File: src/rtl/grs_pkg.sv
package grs_pkg;

   localparam int MAX_GROUP = 16;
   localparam int DATA_W    = 32;
   localparam int CSR_W     = 5;
   localparam int ADDR_W    = (MAX_GROUP > 1) ? $clog2(MAX_GROUP) : 1;
   localparam int CNT_W     = $clog2(MAX_GROUP + 1);

   typedef logic signed [DATA_W-1:0] grs_data_type;

   typedef enum logic [1:0] {
      ST_IDLE,
      ST_ISSUE,
      ST_LOAD
   } grs_state_type;

   // sequencer -> output stage
   typedef struct packed {
      logic load;
      logic list_done;
      logic last_of_run;
   } grs_out_ctl_type;

endpackage

File: src/rtl/grs_req_if.sv
interface grs_req_if import grs_pkg::*; ();
   logic         valid;
   logic         ready;
   grs_data_type value;
   logic         end_of_list;

   modport source (output valid, value, end_of_list, input ready);
   modport sink   (input valid, value, end_of_list, output ready);
endinterface

File: src/rtl/grs_rsp_if.sv
interface grs_rsp_if import grs_pkg::*; ();
   logic         valid;
   logic         ready;
   grs_data_type out_value;
   logic         list_done;
   logic         last_of_run;

   modport source (output valid, out_value, list_done, last_of_run, input ready);
   modport sink   (input valid, out_value, list_done, last_of_run, output ready);
endinterface

File: src/rtl/grs_csr_if.sv
interface grs_csr_if import grs_pkg::*; ();
   logic             valid;
   logic             ready;
   logic [CSR_W-1:0] group_size;

   modport source (output valid, group_size, input ready);
   modport sink   (input valid, group_size, output ready);
endinterface

File: src/rtl/group_reverse_stream.sv
// Channel  Dir  Payload                                  Accepted when
// req_if   in   value[31:0] s, end_of_list               valid && ready
// rsp_if   out  out_value[31:0] s, list_done, last_of_run valid && ready
// csr_if   in   group_size[4:0]                          valid && ready (ready tied high)
//
// A word that does not close a group is written and counted; req_if.ready stays high.
// A word that closes a group (or ends the list) is written, then one RAM read is
// issued, then one result per cycle leaves the group RAM while rsp_if does not stall.
// The RAM read port sets that pace; rsp_if back-pressure stalls the drain, not the
// result already registered. Reset is synchronous: fill count cleared, group_size = 1.
// The group RAM has no reset; only entries written in the current group are read.
module group_reverse_stream import grs_pkg::*; (
   input  logic      clock,
   input  logic      reset,
   grs_req_if.sink   req_if,
   grs_rsp_if.source rsp_if,
   grs_csr_if.sink   csr_if
);

   grs_out_ctl_type   out_ctl;
   logic              out_free;
   logic              ram_wr_en;
   logic [ADDR_W-1:0] ram_wr_addr;
   logic              ram_rd_en;
   logic [ADDR_W-1:0] ram_rd_addr;
   logic [DATA_W-1:0] ram_rd_data;

   // fill, drain sequencing and the group_size register
   grs_seq u_seq (
      .clock       (clock),
      .reset       (reset),
      .req_if      (req_if),
      .csr_if      (csr_if),
      .out_free    (out_free),
      .out_ctl     (out_ctl),
      .ram_wr_en   (ram_wr_en),
      .ram_wr_addr (ram_wr_addr),
      .ram_rd_en   (ram_rd_en),
      .ram_rd_addr (ram_rd_addr)
   );

   // group buffer: one write, one registered read per cycle
   grs_ram #(
      .WIDTH (DATA_W),
      .DEPTH (MAX_GROUP)
   ) u_ram (
      .clock   (clock),
      .wr_en   (ram_wr_en),
      .wr_addr (ram_wr_addr),
      .wr_data (req_if.value),
      .rd_en   (ram_rd_en),
      .rd_addr (ram_rd_addr),
      .rd_data (ram_rd_data)
   );

   // result register; holds a word while rsp_if stalls
   grs_out_stage u_out (
      .clock    (clock),
      .reset    (reset),
      .out_ctl  (out_ctl),
      .rd_data  (grs_data_type'(ram_rd_data)),
      .out_free (out_free),
      .rsp_if   (rsp_if)
   );

endmodule

File: src/rtl/grs_ram.sv
module grs_ram #(
   parameter int WIDTH = 32,
   parameter int DEPTH = 16
) (
   input  logic                                   clock,
   input  logic                                   wr_en,
   input  logic [((DEPTH > 1) ? $clog2(DEPTH) : 1)-1:0] wr_addr,
   input  logic [WIDTH-1:0]                       wr_data,
   input  logic                                   rd_en,
   input  logic [((DEPTH > 1) ? $clog2(DEPTH) : 1)-1:0] rd_addr,
   output logic [WIDTH-1:0]                       rd_data
);

   logic [WIDTH-1:0] mem_ff [DEPTH];
   logic [WIDTH-1:0] rd_data_ff;

   always_ff @(posedge clock) begin
      if (wr_en) begin
         mem_ff[wr_addr] <= wr_data;
      end
      if (rd_en) begin
         rd_data_ff <= mem_ff[rd_addr];
      end
   end

   assign rd_data = rd_data_ff;

endmodule

File: src/rtl/grs_seq.sv
module grs_seq import grs_pkg::*; (
   input  logic              clock,
   input  logic              reset,
   grs_req_if.sink           req_if,
   grs_csr_if.sink           csr_if,
   input  logic              out_free,
   output grs_out_ctl_type   out_ctl,
   output logic              ram_wr_en,
   output logic [ADDR_W-1:0] ram_wr_addr,
   output logic              ram_rd_en,
   output logic [ADDR_W-1:0] ram_rd_addr
);

   grs_state_type    state_ff, state_in;
   logic [CSR_W-1:0] group_size_ff;
   logic [CNT_W-1:0] fill_ff, fill_in;
   logic [CNT_W-1:0] rem_ff, rem_in;
   logic [ADDR_W-1:0] addr_ff, addr_in, addr_next;
   logic             rev_ff, rev_in;
   logic             eol_ff, eol_in;
   logic [CNT_W-1:0] k_eff;
   logic [CNT_W-1:0] n_cnt;
   logic             req_accept;
   logic             full_group;
   logic             last_word;

   always_comb begin
      if (group_size_ff == '0) begin
         k_eff = CNT_W'(1);
      end else if (int'(group_size_ff) > MAX_GROUP) begin
         k_eff = CNT_W'(MAX_GROUP);
      end else begin
         k_eff = CNT_W'(group_size_ff);
      end
   end

   assign req_if.ready = (state_ff == ST_IDLE);
   assign csr_if.ready = 1'b1;
   assign req_accept  = req_if.valid && (state_ff == ST_IDLE);
   assign n_cnt       = fill_ff + CNT_W'(1);
   assign full_group  = (n_cnt >= k_eff);
   assign last_word   = (rem_ff == CNT_W'(1));
   assign addr_next   = rev_ff ? (addr_ff - ADDR_W'(1)) : (addr_ff + ADDR_W'(1));

   assign ram_wr_en   = req_accept;
   assign ram_wr_addr = fill_ff[ADDR_W-1:0];

   always_ff @(posedge clock) begin
      if (reset) begin
         state_ff      <= ST_IDLE;
         group_size_ff <= CSR_W'(1);
         fill_ff       <= '0;
      end else begin
         state_ff <= state_in;
         fill_ff  <= fill_in;
         if (csr_if.valid) begin
            group_size_ff <= csr_if.group_size;
         end
      end
   end

   always_ff @(posedge clock) begin
      rem_ff  <= rem_in;
      addr_ff <= addr_in;
      rev_ff  <= rev_in;
      eol_ff  <= eol_in;
   end

   always_comb begin
      state_in    = state_ff;
      fill_in     = fill_ff;
      rem_in      = rem_ff;
      addr_in     = addr_ff;
      rev_in      = rev_ff;
      eol_in      = eol_ff;
      ram_rd_en   = 1'b0;
      ram_rd_addr = addr_ff;
      out_ctl     = '0;
      case (state_ff)
         ST_IDLE: begin
            if (req_accept) begin
               if (full_group || req_if.end_of_list) begin
                  // full group: reversed drain starts at the word just written; end of list: forward from entry 0
                  rem_in   = n_cnt;
                  rev_in   = full_group;
                  eol_in   = req_if.end_of_list;
                  addr_in  = full_group ? fill_ff[ADDR_W-1:0] : '0;
                  fill_in  = '0;
                  state_in = ST_ISSUE;
               end else begin
                  fill_in = n_cnt;
               end
            end
         end
         ST_ISSUE: begin
            ram_rd_en = 1'b1;
            state_in  = ST_LOAD;
         end
         ST_LOAD: begin
            if (out_free) begin
               out_ctl.load        = 1'b1;
               out_ctl.last_of_run = last_word;
               out_ctl.list_done   = last_word && eol_ff;
               if (last_word) begin
                  state_in = ST_IDLE;
               end else begin
                  ram_rd_en   = 1'b1;
                  ram_rd_addr = addr_next;
                  addr_in     = addr_next;
                  rem_in      = rem_ff - CNT_W'(1);
               end
            end
         end
         default: begin
            state_in = ST_IDLE;
         end
      endcase
   end

endmodule

File: src/rtl/grs_out_stage.sv
module grs_out_stage import grs_pkg::*; (
   input  logic            clock,
   input  logic            reset,
   input  grs_out_ctl_type out_ctl,
   input  grs_data_type    rd_data,
   output logic            out_free,
   grs_rsp_if.source       rsp_if
);

   logic         valid_ff;
   grs_data_type value_ff;
   logic         done_ff;
   logic         last_ff;

   assign out_free = !valid_ff || rsp_if.ready;

   always_ff @(posedge clock) begin
      if (reset) begin
         valid_ff <= 1'b0;
      end else if (out_free) begin
         valid_ff <= out_ctl.load;
      end
   end

   always_ff @(posedge clock) begin
      if (out_ctl.load) begin
         value_ff <= rd_data;
         done_ff  <= out_ctl.list_done;
         last_ff  <= out_ctl.last_of_run;
      end
   end

   assign rsp_if.valid       = valid_ff;
   assign rsp_if.out_value   = value_ff;
   assign rsp_if.list_done   = done_ff;
   assign rsp_if.last_of_run = last_ff;

endmodule

File: src/flat_wrapper.sv
// flat-port wrapper written by rule: the top's interface ports become plain ports
module group_reverse_stream_flat import grs_pkg::*;
  (clock, reset, req_if_valid, req_if_value, req_if_end_of_list, req_if_ready, rsp_if_valid, rsp_if_out_value, rsp_if_list_done, rsp_if_last_of_run, rsp_if_ready, csr_if_valid, csr_if_group_size, csr_if_ready);
  grs_req_if req_if_i ();
  grs_rsp_if rsp_if_i ();
  grs_csr_if csr_if_i ();
  input  logic clock;
  input  logic reset;
  input wire logic [$bits(req_if_i.valid)-1:0] req_if_valid;
  input wire logic [$bits(req_if_i.value)-1:0] req_if_value;
  input wire logic [$bits(req_if_i.end_of_list)-1:0] req_if_end_of_list;
  output wire logic [$bits(req_if_i.ready)-1:0] req_if_ready;
  output wire logic [$bits(rsp_if_i.valid)-1:0] rsp_if_valid;
  output wire logic [$bits(rsp_if_i.out_value)-1:0] rsp_if_out_value;
  output wire logic [$bits(rsp_if_i.list_done)-1:0] rsp_if_list_done;
  output wire logic [$bits(rsp_if_i.last_of_run)-1:0] rsp_if_last_of_run;
  input wire logic [$bits(rsp_if_i.ready)-1:0] rsp_if_ready;
  input wire logic [$bits(csr_if_i.valid)-1:0] csr_if_valid;
  input wire logic [$bits(csr_if_i.group_size)-1:0] csr_if_group_size;
  output wire logic [$bits(csr_if_i.ready)-1:0] csr_if_ready;
  assign req_if_i.valid = req_if_valid;
  assign req_if_i.value = req_if_value;
  assign req_if_i.end_of_list = req_if_end_of_list;
  assign req_if_ready = req_if_i.ready;
  assign rsp_if_valid = rsp_if_i.valid;
  assign rsp_if_out_value = rsp_if_i.out_value;
  assign rsp_if_list_done = rsp_if_i.list_done;
  assign rsp_if_last_of_run = rsp_if_i.last_of_run;
  assign rsp_if_i.ready = rsp_if_ready;
  assign csr_if_i.valid = csr_if_valid;
  assign csr_if_i.group_size = csr_if_group_size;
  assign csr_if_ready = csr_if_i.ready;
  group_reverse_stream u_core (.clock(clock), .reset(reset), .req_if(req_if_i), .rsp_if(rsp_if_i), .csr_if(csr_if_i));
endmodule
File: config.mk
export PLATFORM = sky130hd
export DESIGN_NAME = group_reverse_stream_flat
export DESIGN_NICKNAME = d
export VERILOG_FILES = /design/src/rtl/grs_pkg.sv /design/src/rtl/grs_req_if.sv /design/src/rtl/grs_rsp_if.sv /design/src/rtl/grs_csr_if.sv /design/src/rtl/group_reverse_stream.sv /design/src/rtl/grs_ram.sv /design/src/rtl/grs_seq.sv /design/src/rtl/grs_out_stage.sv /design/src/flat_wrapper.sv
export SDC_FILE = /design/constraint.sdc
export NUM_CORES = 1
export LEC_CHECK = 0
export BUFFER_PORTS_ARGS = -buffer_cell sky130_fd_sc_hd__buf_2
export CAP_MARGIN = 40
export CORE_MARGIN = 3
export CORE_UTILIZATION = 56
export CTS_CLUSTER_DIAMETER = 200
export DETAILED_ROUTE_END_ITERATION = 16
export PLACE_DENSITY = 0.79
export SYNTH_ARGS = -nofsm -noshare
export SYNTH_HDL_FRONTEND = slang
export SYNTH_SLANG_ARGS = --single-unit
File: constraint.sdc
create_clock -name clock -period 3.96 [get_ports clock]
set_clock_uncertainty 0.2 [all_clocks]
set_input_delay 0.792 -clock clock [delete_from_list [all_inputs] [get_ports clock]]
set_output_delay 0.792 -clock clock [all_outputs]
set_load 0.1 [all_outputs]
==> results list, run 1 <==
- Setup repair after global routing left no endpoint under its margin.
- Post-synthesis cell count: 1556
- Number of cell instances on the worst register-to-register path: 10
- Distinct cells, synth: 42
- Setup violations remaining at the end of the flow were counted as 0.
- In the global route stage, overall resource usage came out at 0.251.
- Global-route wire length before repair: 96300 um
* Type of destination of the critical path: flop
* Remaining antenna violation count after routing: 0
- Width of the die: 227 um
- Hold endpoint: u_core.u_seq.group_size_ff[0]
- Count of buffers added by post-CTS timing repair for setup: 0
- For this run, the post-layout net count is 1685.
- Routability-driven placement finished with a final weighted congestion of 0.780.
- The number of antenna violations at the first check in global routing is 4.
- Derived from the worst setup path, the maximum achievable clock frequency is 286 MHz.
- In the routed layout, each cell is associated on average with a via count of 6.80.
- For this run, the slowest stage of the critical path takes 580 ps.
* Total power: 18.5 mW
- Clock-pin slew was measured on the worst setup and hold paths at 60 ps.
- Total number of yosys warnings: 0
- Row count: 80
- Of the total power, the share spent switching nets is 0.295.
- Worst-skew pair later-pin latency: 630 ps
- Dominant register cell in the synthesized netlist: edfxtp_1
- In this run the static leakage power is 10.7 nW.
* Worst-path cell chain: inv_1 -> ha_1 -> or4b_4 -> nand3_4 -> buf_4 -> buf_4 -> buf_16 -> nand2_1 -> o221ai_1 -> mux4_2
- Fraction of layout cells with a size suffix above 1: 0.232
- Instance area after placement: 28700 sq um
- The worst setup path is launched from a flop.
- Number of hold-slack violations in the final timing report: 0
- When the netlist entered floorplanning its net count stood at 1616.
- Summed over all layers, the routed wires come to 63900 um.
* Final standard cell area without fillers: 30700 sq um
- Detail-routed net length per standard cell: 27.9 um
- Sequential element share of the synthesized area: 0.656
- TritonCTS built the clock tree.
- Counting stages on the worst path, the most repeated cell is buf_4.
* Initial core utilization: 0.570
- The startpoint identified for the worst hold timing path is csr_if_group_size[0].
- Filler-free cell count of the finished design: 2286
- The floorplan step defined a core boundary enclosing 47900 sq um.
* Endpoint of the worst-slack reg-to-reg timing path: u_core.u_ram.rd_data[23]
- The final route contains 15549 vias.
- Layout filler cell count: 3166
- The critical path is of the flop to flop type.
- The flow ran to the end, and the final reports show no timing, DRC or antenna violations.
* Total Neg Setup Slack: 0 ps
* Fraction of registers with async set or reset after synthesis: 0
* Count of maximum capacitance violations: 0
- The share of total power dissipated in the clock network is 0.303.
* Die ar.: 51500 sq um
* Crit path required time: 4260 ps
* Critical register-to-register path startpoint: u_core.u_seq.rem_ff[1]
- Counting along the longest clock path gives a buffer depth of 3.
- Of the total power, combinational logic draws 0.294.
- Detailed placement ended at an HPWL of 32400 um.
- Chip Height: 227 um
* Net Switching: 5.44 mW
- In this run, post-CTS repair resized a total of 0 instances.
- Number of synthesized register bits: 602
* Type of the most critical hold path: input port to flop
- Relative to the synthesized area, the layout overhead comes to 12.1%.
- The number of hold buffers added after CTS was 0.
- The slowest stage of the critical path is the buf_4 cell.
* CP Buf/Inv Count: 4
- For this run, design rule violations remaining after detail routing come to 0.
- The cell sitting at the root of the clock tree is a clkbuf_16.
- The via count of the first global-routing pass came to 15996.
* Sinks on Clock Net: 602
* Number of cells on the worst hold path: 2
* Largest net degree at the start of global routing: 130
- In the finished design, the share of the clock period the worst path needs comes to 0.884.
* Count of flip-flops with a built-in enable after synthesis: 589
* Register share of total power: 0.403
- Setup slack on the worst reg-to-reg path comes out at 460 ps.
- The mapped netlist covers 27300 sq um.
- In this run the tightest slew margin relative to its limit is 0.427.
- Port buffer count: 78
- In this run the count of I/O pins placed on the die edge is 80.
- Power per standard cell area: 602 nW/um^2
- After synthesis, the mean cell area works out to 17.6 sq um.
- The final number of max-transition violations was 0.
- For the pin with the worst max-slew slack, the measured transition is 860 ps.
* Arrival time of data at the critical path endpoint: 3800 ps
* GRT Residual Overflow: 0
- Cell internal power was estimated by the tool at 13.0 mW.
- In this run, placement finished with an instance count of 2180.
* Drt pass-1 iters: 5
- The kind of cell with the highest combined delay along the critical path is buffers and inverters.
* Clock buffers created by TritonCTS: 58
* Shortest clock period the worst path allows after layout: 3500 ps
- Max FO, Critical Path: 51
- IR analysis of the VDD net gives a maximum drop of 709 uV.
- H-tree depth reported by CTS: 2
* Number of DRC violations after detailed-routing iteration 0: 1539
==> logic make-up after synthesis <==
| group | synth area share |
|---|---|
| AO/OA/AOI/OAI | 0.0488 |
| XOR/XNOR | 0.00380 |
| adder cells (fa/ha/maj) | 0.00805 |
| buffers and inverters | 0.0226 |
| flip-flops | 0.656 |
| multiplexers | 0.228 |
| other | 0.000137 |
| AND/OR/NAND/NOR | 0.0318 |
==> cells in the final DEF, fill, tap and decap left out, drive strengths merged, types with 2 or more instances in the layout <==
master and instances:
o21a 2, nand2 150, nor2 32, xor2 2, bufinv 8, edfxtp 589, nor2b 3, xnor2 9
a21oi 14, and2 3, buf 122, o221ai 128, a22o 2, clkbuf 72, clkinv 19, nand3 6
o2bb2ai 3, diode 2, nand2b 6, mux4 160, ha 16, dfxtp 13, mux2i 264, inv 17
clkinvlp 4, nor3 8, o21ai 4
==> power by group through the flow <==
stage	logic, mW	clock network, mW	registers (mW)
after floorplan	4.01	0	7.78
final	5.43	5.58	7.44
after global placement	5.25	0	7.56
after global routing	5.77	5.91	7.46
after detailed placement	5.41	0	7.57
after CTS	5.43	5.67	7.44
==> through the flow <==
| stage | setup WS [ps] | utilization | hold WS, ps |
|---|---|---|---|
| after floorplan | 110 | - | 200 |
| after global placement | 359 | 0.598 | 203 |
| after detailed placement | 467 | 0.599 | 206 |
| after CTS | 506 | 0.639 | 152 |
| after global routing | 292 | 0.639 | 170 |
| final | 461 | 0.639 | 188 |
==> layout make-up <==
cell class | count | area [sq um] | area share
Tap cell | 615 | 769 | 0.0251
Clock buffer | 72 | 1500 | 0.0491
Timing Repair Buffer | 122 | 993 | 0.0324
Antenna cell | 2 | 5.00 | 0.000163
Multi-Input combinational cell | 825 | 8960 | 0.292
Inverter | 16 | 60.1 | 0.00196
Sequential cell | 602 | 17900 | 0.586
Clock inverter | 32 | 409 | 0.0133
==> synthesized netlist by cell type, types with 2 or more instances <==
| cell | instances | area [sq um] |
|---|---|---|
| edfxtp_1 | 589 | 17700 |
| mux2i_1 | 264 | 2640 |
| mux4_2 | 160 | 3600 |
| nand2_1 | 150 | 563 |
| o221ai_1 | 128 | 1120 |
| buf_2 | 80 | 400 |
| nor2_1 | 32 | 120 |
| clkbuf_1 | 25 | 93.8 |
| ha_1 | 16 | 200 |
| inv_1 | 16 | 60.1 |
| a21oi_1 | 14 | 70.1 |
| dfxtp_1 | 13 | 260 |
| nor3_1 | 8 | 40.0 |
| xnor2_1 | 8 | 70.1 |
| nand2b_1 | 6 | 37.5 |
| nand3_1 | 5 | 25.0 |
| and2_1 | 3 | 18.8 |
| buf_4 | 3 | 22.5 |
| buf_6 | 3 | 33.8 |
| nor2b_1 | 3 | 18.8 |
| o21ai_0 | 3 | 15.0 |
| o2bb2ai_1 | 3 | 26.3 |
| a22o_1 | 2 | 17.5 |
| buf_1 | 2 | 7.51 |
| o21a_1 | 2 | 15.0 |
| xor2_1 | 2 | 17.5 |
==> sequential cells by signal (all words and copies together) (netlist names) <==
signal and flops:
u_core.u_seq.fill_ff 5, u_core.u_out.rsp_if.out_value 32, u_core.u_ram.mem_ff 512, u_core.u_ram.rd_data 32, u_core.u_seq.rev_ff 1, u_core.u_seq.addr_ff 4
u_core.u_out.rsp_if.list_done 1, u_core.u_seq.eol_ff 1, u_core.u_seq.state_ff 2, u_core.u_seq.rem_ff 5, u_core.u_out.rsp_if.valid 1, u_core.u_seq.group_size_ff 5
u_core.u_out.rsp_if.last_of_run 1
==> how the worst max path moves through the flow <==
| stage | depth (start not counted) | from | end | slack [ps] |
|---|---|---|---|---|
| final | 10 | u_core.u_seq.rem_ff[1] | u_core.u_ram.rd_data[23] | 460 |
| after global routing | 10 | u_core.u_seq.rem_ff[1] | u_core.u_ram.rd_data[23] | 290 |
| after CTS | 10 | u_core.u_seq.rem_ff[1] | u_core.u_ram.rd_data[23] | 510 |
| after detailed placement | 9 | rsp_if_ready | u_core.u_ram.rd_data[23] | 470 |
| after global placement | 8 | rsp_if_ready | u_core.u_ram.rd_data[23] | 360 |
| after floorplan | 6 | u_core.u_seq.state_ff[0] | u_core.u_ram.mem_ff[11][0] | 110 |
==> layer usage <==
metal / part of all wire / GRT usage / vias to the layer above
li1: - / - / 6568
met1: 0.37 / 0.318 / 8022
met2: 0.51 / 0.433 / 809
met3: 0.088 / 0.0556 / 146
met4: 0.030 / 0.0885 / 4
met5: 0.00036 / 0 / -
(Power assumes the default switching activity.)
==> run 2, diff against run 1 <==
--- a/config.mk
+++ b/config.mk
@@ -12,6 +12,7 @@
 export CTS_CLUSTER_DIAMETER = 200
 export DETAILED_ROUTE_END_ITERATION = 16
 export PLACE_DENSITY = 0.79
+export SETUP_SLACK_MARGIN = 0.5
 export SYNTH_ARGS = -nofsm -noshare
 export SYNTH_HDL_FRONTEND = slang
 export SYNTH_SLANG_ARGS = --single-unit
==> run 2 against run 1 <==
Against the previous run: clock-buffer cell count fell by 5; sequential share of layout area fell by 0.70 points; die area did not move; register-to-register slack improved by 200 ps; sequential power barely moved; worst hold slack got worse by 2.5 ps; combinational power rose by 5.7%; worst setup slack improved by 200 ps; utilization rose by 0.77 points; final area rose by 1.2%; critical path type unchanged; critical endpoint is now u_core.u_ram.rd_data[20]; largest power group unchanged; highest routed layer unchanged.
==> results list, run 2 (synthesis results as in run 1) <==
- The run finished with clean final reports.
* Row count: 80
- Max FO, Critical Path: 42
- Detailed-routed wire length on met2: 32900 um
- Shortest clock period the worst path allows after layout: 3300 ps
- Fraction of layout cells with a size suffix above 1: 0.246
- Critical register-to-register path startpoint: u_core.u_seq.addr_ff[0]
* Number of hold buffers added after CTS: 0
- The tightest min-delay check is of the input port to flop type.
* Area used by sequential logic in the layout: 17900 sq um
- Routability-driven placement finished with a final weighted congestion of 0.786.
- Multi-input gate area: 8980 sq um
- Static timing analysis puts the maximum clock frequency at 303 MHz.
- Sinks on Clock Net: 602
- The worst hold path terminates at u_core.u_seq.group_size_ff[0].
- Start-to-end type of the worst setup path: flop to flop
- After detailed routing, the number of remaining DRC violations is 0.
- CTS placed an instance of clkbuf_16 at the clock tree root.
* Final core area utilization: 0.647
* Worst-skew pair later-pin latency: 640 ps
- Number of antenna violations at the first check in global routing: 4
- Crit path required time: 4120 ps
- Remaining antenna violation count after routing: 0
- Number of hold-slack violations in the final timing report: 0
* Detailed-routing wirelength on met1: 23900 um
* Initial core utilization: 0.570
* Power per standard cell area: 621 nW/um^2
- In this run the critical register-to-register path is captured at u_core.u_ram.rd_data[20].
- The die is 227 um tall.
* Most common cell after layout, fill and taps aside: edfxtp_1
- Max IR drop VDD: 462 uV
* Detail-routed net length per standard cell: 28.1 um
- Clock buffers created by TritonCTS: 60
* Final Routed Wirelength: 64900 um
- Number of max-slew violations in the final report: 0
- Counting the fill cells in the layout gives 3111.
- Type of destination of the critical path: flop
* H-tree depth reported by CTS: 2
- Counting instances, the worst hold path has a depth of 2.
* Number of cell instances on the worst register-to-register path: 8
- Fin crit share: 0.832
- Leakage power: 10.9 nW
- Detailed placement ended at an HPWL of 33000 um.
- Setup Slack @ Placement: 493 ps
- The detailed router used layers up to and including met5.
* Count of final setup violators: 0
- For this design the top-level I/O count stands at 80.
- Area growth syn-to-layout: 13.4%
- Number of global-route vias before repair: 16393
* Area of the core: 47900 sq um
- Detailed routing placed a total of 5190 um of wire on met3.
* Drt via density: 6.83
* Port buffer count: 78
- For flop-to-flop paths, the worst setup slack is 660 ps.
* Global-route wire length before repair: 97600 um
- Drt pass-1 iters: 5
- The total overflow left after global routing is 0.
- For the worst setup path, the data arrival time is 3450 ps.
* Final layout net count: 1703
- The register with the most flip-flops in the layout has 512 of them.
- The register with the most flip-flops in the final layout is u_core.u_ram.mem_ff.
- Width of the die: 227 um
- Adding up every negative setup slack in the final design gives 0 ps.
* Count of maximum capacitance violations: 0
- Worst setup margin: 664 ps
- Setup repair after global routing left no endpoint under its margin.
- In this run, the number of DRC markers left after iteration 0 of detailed routing was 1620.
- Die ar.: 51500 sq um
* Launching element type of the critical path: flop
- In the global route stage, overall resource usage came out at 0.256.
* Maximum root-to-sink buffer count: 3
- DR vias: 15788
- Relative slew slack: 0.420
* Clock input transition at the sequential cells of the worst setup and hold paths: 60 ps
* Most frequent cells in the layout: edfxtp_1, mux2i_1, mux4_2
- CTS tree: yes
- Entering global routing, the biggest net connects 130 pins.
- At the pin with the least slew margin, the transition time is 870 ps.
* Start point of the worst min-delay path: csr_if_group_size[0]
==> run 2: cell types whose count changed in the layout (fill, tap and decap cells not counted), moves of 3 or more <==
cell	delta
bufinv_16	+6
clkbuf_1	-7
clkinvlp_4	-3
clkinv_2	+7
buf_4	+14
clkinv_1	+3
==> run 2: worst max path at each step <==
stage	startpoint	end	depth (start not counted)
2_1_floorplan	u_core.u_seq.state_ff[0]	u_core.u_ram.mem_ff[11][0]	6
3_3_place_gp	u_core.u_seq.addr_ff[0]	u_core.u_ram.rd_data[2]	8
3_5_place_dp	u_core.u_seq.addr_ff[0]	u_core.u_ram.rd_data[29]	8
4_1_cts	u_core.u_seq.addr_ff[0]	u_core.u_ram.rd_data[29]	8
5_1_grt	u_core.u_seq.state_ff[0]	u_core.u_ram.rd_data[26]	8
6_report	u_core.u_seq.addr_ff[0]	u_core.u_ram.rd_data[20]	8
==> run 2: worst max-delay path, cell delays in order (launching register included) <==
cell and delay, ps:
edfxtp_1 420, inv_1 150, fa_1 530, xnor2_4 230
buf_12 160, buf_12 280, mux2i_1 290, o221ai_1 170
mux4_2 550
==> run 2: metrics by stage <==
step,cell area [sq um],hold slack (ps),cells,power (mW)
6_report,31000,185,2310,19.2
5_1_grt,31000,172,2309,19.9
3_5_place_dp,28700,206,2186,13.0
2_1_floorplan,27400,200,1556,11.8
4_1_cts,30900,160,2301,19.3
3_3_place_gp,28700,203,2185,12.8
==> run 2: metal layers <==
layer	global-route usage	vias up
met5	0	-
met4	0.120	6
met3	0.0496	217
met2	0.430	824
met1	0.325	8131
li1	-	6610
==> run 2: final cells by class <==
type,count,area share
flip-flops and latches,602,0.579
multi-input cells,825,0.289
clock buffers,67,0.0492
repair buffers,138,0.0365
well taps,615,0.0248
clock inverters,45,0.0193
inverters,16,0.00194
diodes,2,0.000161
==> run 2: timing repair <==
item / CTS / global route
buffers inserted: 1 / 7
resized for setup: 2 / 2
setup endpoints to repair: 5 / 7
cloned: 2 / 0
pin swaps: 1 / 1
==> run 2: power breakdown <==
| group | switching (mW) | internal, mW | total (mW) | leakage [nW] |
|---|---|---|---|---|
| Clock | 2.39 | 3.68 | 6.07 | 1.04 |
| Sequential | 0.107 | 7.33 | 7.44 | 5.43 |
| Combinational | 3.10 | 2.63 | 5.74 | 4.45 |
